File: config.mk
export PLATFORM = sky130hd
export DESIGN_NAME = dafifo_ram
export DESIGN_NICKNAME = d
export VERILOG_FILES = /design/src/hdl/dafifo_ram.sv
export SDC_FILE = /design/constraint.sdc
export NUM_CORES = 2
export LEC_CHECK = 0
export BUFFER_PORTS_ARGS = -buffer_cell sky130_fd_sc_hd__buf_2
export CORE_AREA = 4 4 539 541
export DETAILED_ROUTE_END_ITERATION = 16
export DIE_AREA = 0 0 543 545
export HOLD_SLACK_MARGIN = 0.15
export PLACE_DENSITY = 0.81
export SLEW_MARGIN = 30
export SYNTH_ARGS = -nofsm -noshare
export SYNTH_HDL_FRONTEND = slang
export SYNTH_SLANG_ARGS = --single-unit
File: constraint.sdc
create_clock -name clk_i -period 7.7 [get_ports clk_i]
set_clock_uncertainty 0.1 [all_clocks]
set_input_delay 1.155 -clock clk_i [delete_from_list [all_inputs] [get_ports clk_i]]
set_output_delay 1.155 -clock clk_i [all_outputs]
set_load 0.005 [all_outputs]
File: src/hdl/dafifo_ram.sv
// Generic single-write, single-read RAM with a registered read port.
// Stand-alone; holds the queue entries for the core.
module dafifo_ram #(
  parameter int unsigned Width = 64,
  parameter int unsigned Depth = 64
) (
  input  logic                     clk_i,
  input  logic                     we_i,
  input  logic [$clog2(Depth)-1:0] waddr_i,
  input  logic [Width-1:0]         wdata_i,
  input  logic [$clog2(Depth)-1:0] raddr_i,
  output logic [Width-1:0]         rdata_o
);

  logic [Width-1:0] mem_q [Depth];

  // Write port and registered read port.
  always_ff @(posedge clk_i) begin
    if (we_i) begin
      mem_q[waddr_i] <= wdata_i;
    end
    rdata_o <= mem_q[raddr_i];
  end

endmodule

==> reports/qor.yml <==
run_status:
  status: "complete, no violations"
critical_path:
  crit_path_end_kind: "register"
  reg2reg_depth: 5
  reg2reg_from: "mem_q[13][10]"
  path_max_fanout: 107
  path_class: "in -> reg"
  start_kind: "primary input"
  cp.arrival_ns: 4.59
  r2r-end: "rdata_o[10]"
  cp.required_ns: 8.35
  ff2ff_setup_slack_ns: 5.16
placement:
  dp_hpwl_mm: 212.8
  io_buffers: 141
  placed_area_mm2: 0.1628
  dp_slack_ns: 3.147
  dp_cells: 10330
  place_congestion: 0.8100
timing:
  finalCriticalPeriod_ns: 3.941
  setup_viol: 0
  relSlewSlack: 0.2495
  hold_viol: 0
  fin_tns_setup_ns: 0
  worstMarginPinSlew_ns: 1.126
  period_share: 0.5118
  whs_ns: 0.6385
  rsz0062_at_grt: "no"
  max_freq_mhz: 253.8
  setup_ws_ns: 3.759
  drv_slew: 0
layout:
  nNetsFinal: 7034
  drive_above_1_share: 0.2790
  n_fill_cell: 17270
  layout.cells.non_filler: 11050
  area_delta_synth_final_pct: 12.40
  fin_util: 0.6167
  final_area_mm2: 0.1757
logic_synthesis:
  avgSynthCellArea_um2: 23.70
  synth_edf_count: 4096
  ys_top_cells_by_area: "edfxtp_1 (79%), mux4_2 (15%), mux2i_1 (0.86%)"
  yosysMostFrequentCell: "edfxtp_1"
  synth_nets: 6676
  ys_warn_count: 0
  yosysTopAreaCell: "edfxtp_1"
  yosys-top-cells-count: "edfxtp_1 (4096), mux4_2 (1024), buf_2 (170)"
  synth.top_cell.area_share: 0.7867
  synth_seq_cells: 4160
  ys_seq_area_frac: 0.7949
  syn_inst: 6598
  synth_cell_types: 33
  synth_area_mm2: 0.1563
  synth_ff_type: "edfxtp_1"
  async_flop_share: 0
global_route:
  track_usage: 0.3154
  grt_pass1_vias: 83050
  antenna_found_initial: 30
  grt_pass1_wl_mm: 652.6
  grt-ovfl-total: 0
  grt_start_max_net_pins: 122
die:
  placement_rows: 196
  initial_utilization: 0.5487
  fp.dieW_um: 543
  core_mm2: 0.2850
  fp.dieH_um: 545
  ios: 142
  die_area_mm2: 0.2959
routing:
  drt_iter0_drc: 15920
  routed_wirelength_mm: 468.7
  vias_per_cell: 7.350
  drc: 0
  drt-wirelength-per-cell_um: 42.41
  vias: 81230
  postRouteAntennaNets: 0
  firstDrtPassIters: 6
clock_network:
  clk_latency_ns: 0.97
  clk_pin_slew_ns: 0.08
  cts_made_buffers: 385
  cts_setup_buffers: 0
  cts_sinks: 4160
  cts_hold_buf: 0
  clock_path_buffers: 4
  cts_resized: 0
  cts_tree: "done"
  cts-htree-levels: 5
  root_buffer: "clkbuf_16"
power_and_ir_drop:
  power_switching_share: 0.2183
  clkPwrFrac: 0.416
  p_switching_mw: 10.25
  power_frac_seq: 0.537
  power_leakage_nw: 54.61
  max-vdd-ir-drop_v: 0.0003456
  p_total_mw: 46.96
  power_frac_comb: 0.047
  p_int_mw: 36.71
  powerDensity_mw_per_mm2: 267.2
worst_hold_path:
  hold_end: "mem_q[7][55]"
  hold_path_depth: 1
  hold_path_class: "in -> reg"
  hp-start: "wdata_i[55]"
job:
  maxCapViolations: 0
## logic make-up after synthesis
kind of cell / synth area share
and+or+nand+nor: 0.01240
buffers and inverters: 0.01180
muxes: 0.1561
AOI/OAI and AO/OA: 0.02477
DFF: 0.7949
## layout make-up
type,count,area (µm²),share of cell area
inverters,19,71.32,0.0004058
clock buffers,493,10390,0.05914
multi-input cells,2049,30760,0.1750
repair buffers,341,3312,0.01885
flip-flops and latches,4160,124300,0.7072
clock inverters,210,2170,0.01235
well taps,3762,4707,0.02678
diodes,18,45.04,0.0002563
## registers in the layout, indices dropped and copies added, names as in the netlist
name and flops:
rdata_o 64, mem_q 4096
## worst max path at each step
| stage | from | to |
|---|---|---|
| after global routing | raddr_i[0] | rdata_o[22] |
| after detailed placement | raddr_i[1] | rdata_o[11] |
| final | raddr_i[1] | rdata_o[11] |
| after CTS | raddr_i[0] | rdata_o[22] |
| after global placement | raddr_i[1] | rdata_o[55] |
| after floorplan | waddr_i[3] | mem_q[48][0] |
## critical path, stage by stage
cell and delay (ns):
buf_8 0.63, buf_12 0.55, buf_4 0.48, mux4_2 0.40
mux2i_1 0.21, o22ai_1 0.15, a41oi_1 0.57, a211oi_1 0.14
## metal layers
metal	up-vias	track usage	share of wire
met5	-	0	0.00035
met4	24	0.2026	0.073
met3	1819	0.08462	0.14
met2	8794	0.4965	0.48
met1	41460	0.3920	0.30
li1	29140	-	-
## cells in the final DEF, fill, tap and decap left out, types with 74 or more instances in the layout
cell       instances
edfxtp_1        4096
mux4_2          1024
clkbuf_16        395
buf_4            196
a22oi_1          168
mux2i_1          135
a22o_1            88
clkbuf_1          84
o22ai_1           83
clkinv_2          75
buf_2             74
## power groups by stage
| stage | logic, mW | registers (mW) | clock network [mW] |
|---|---|---|---|
| global route | 2.28 | 25.2 | 20.6 |
| finish | 2.21 | 25.2 | 19.6 |
| global placement | 1.99 | 25.7 | 0 |
| detailed placement | 2.06 | 25.7 | 0 |
| CTS | 2.15 | 25.2 | 19.5 |
| floorplan | 1.17 | 25.6 | 0 |
(Power assumes the default switching activity.)
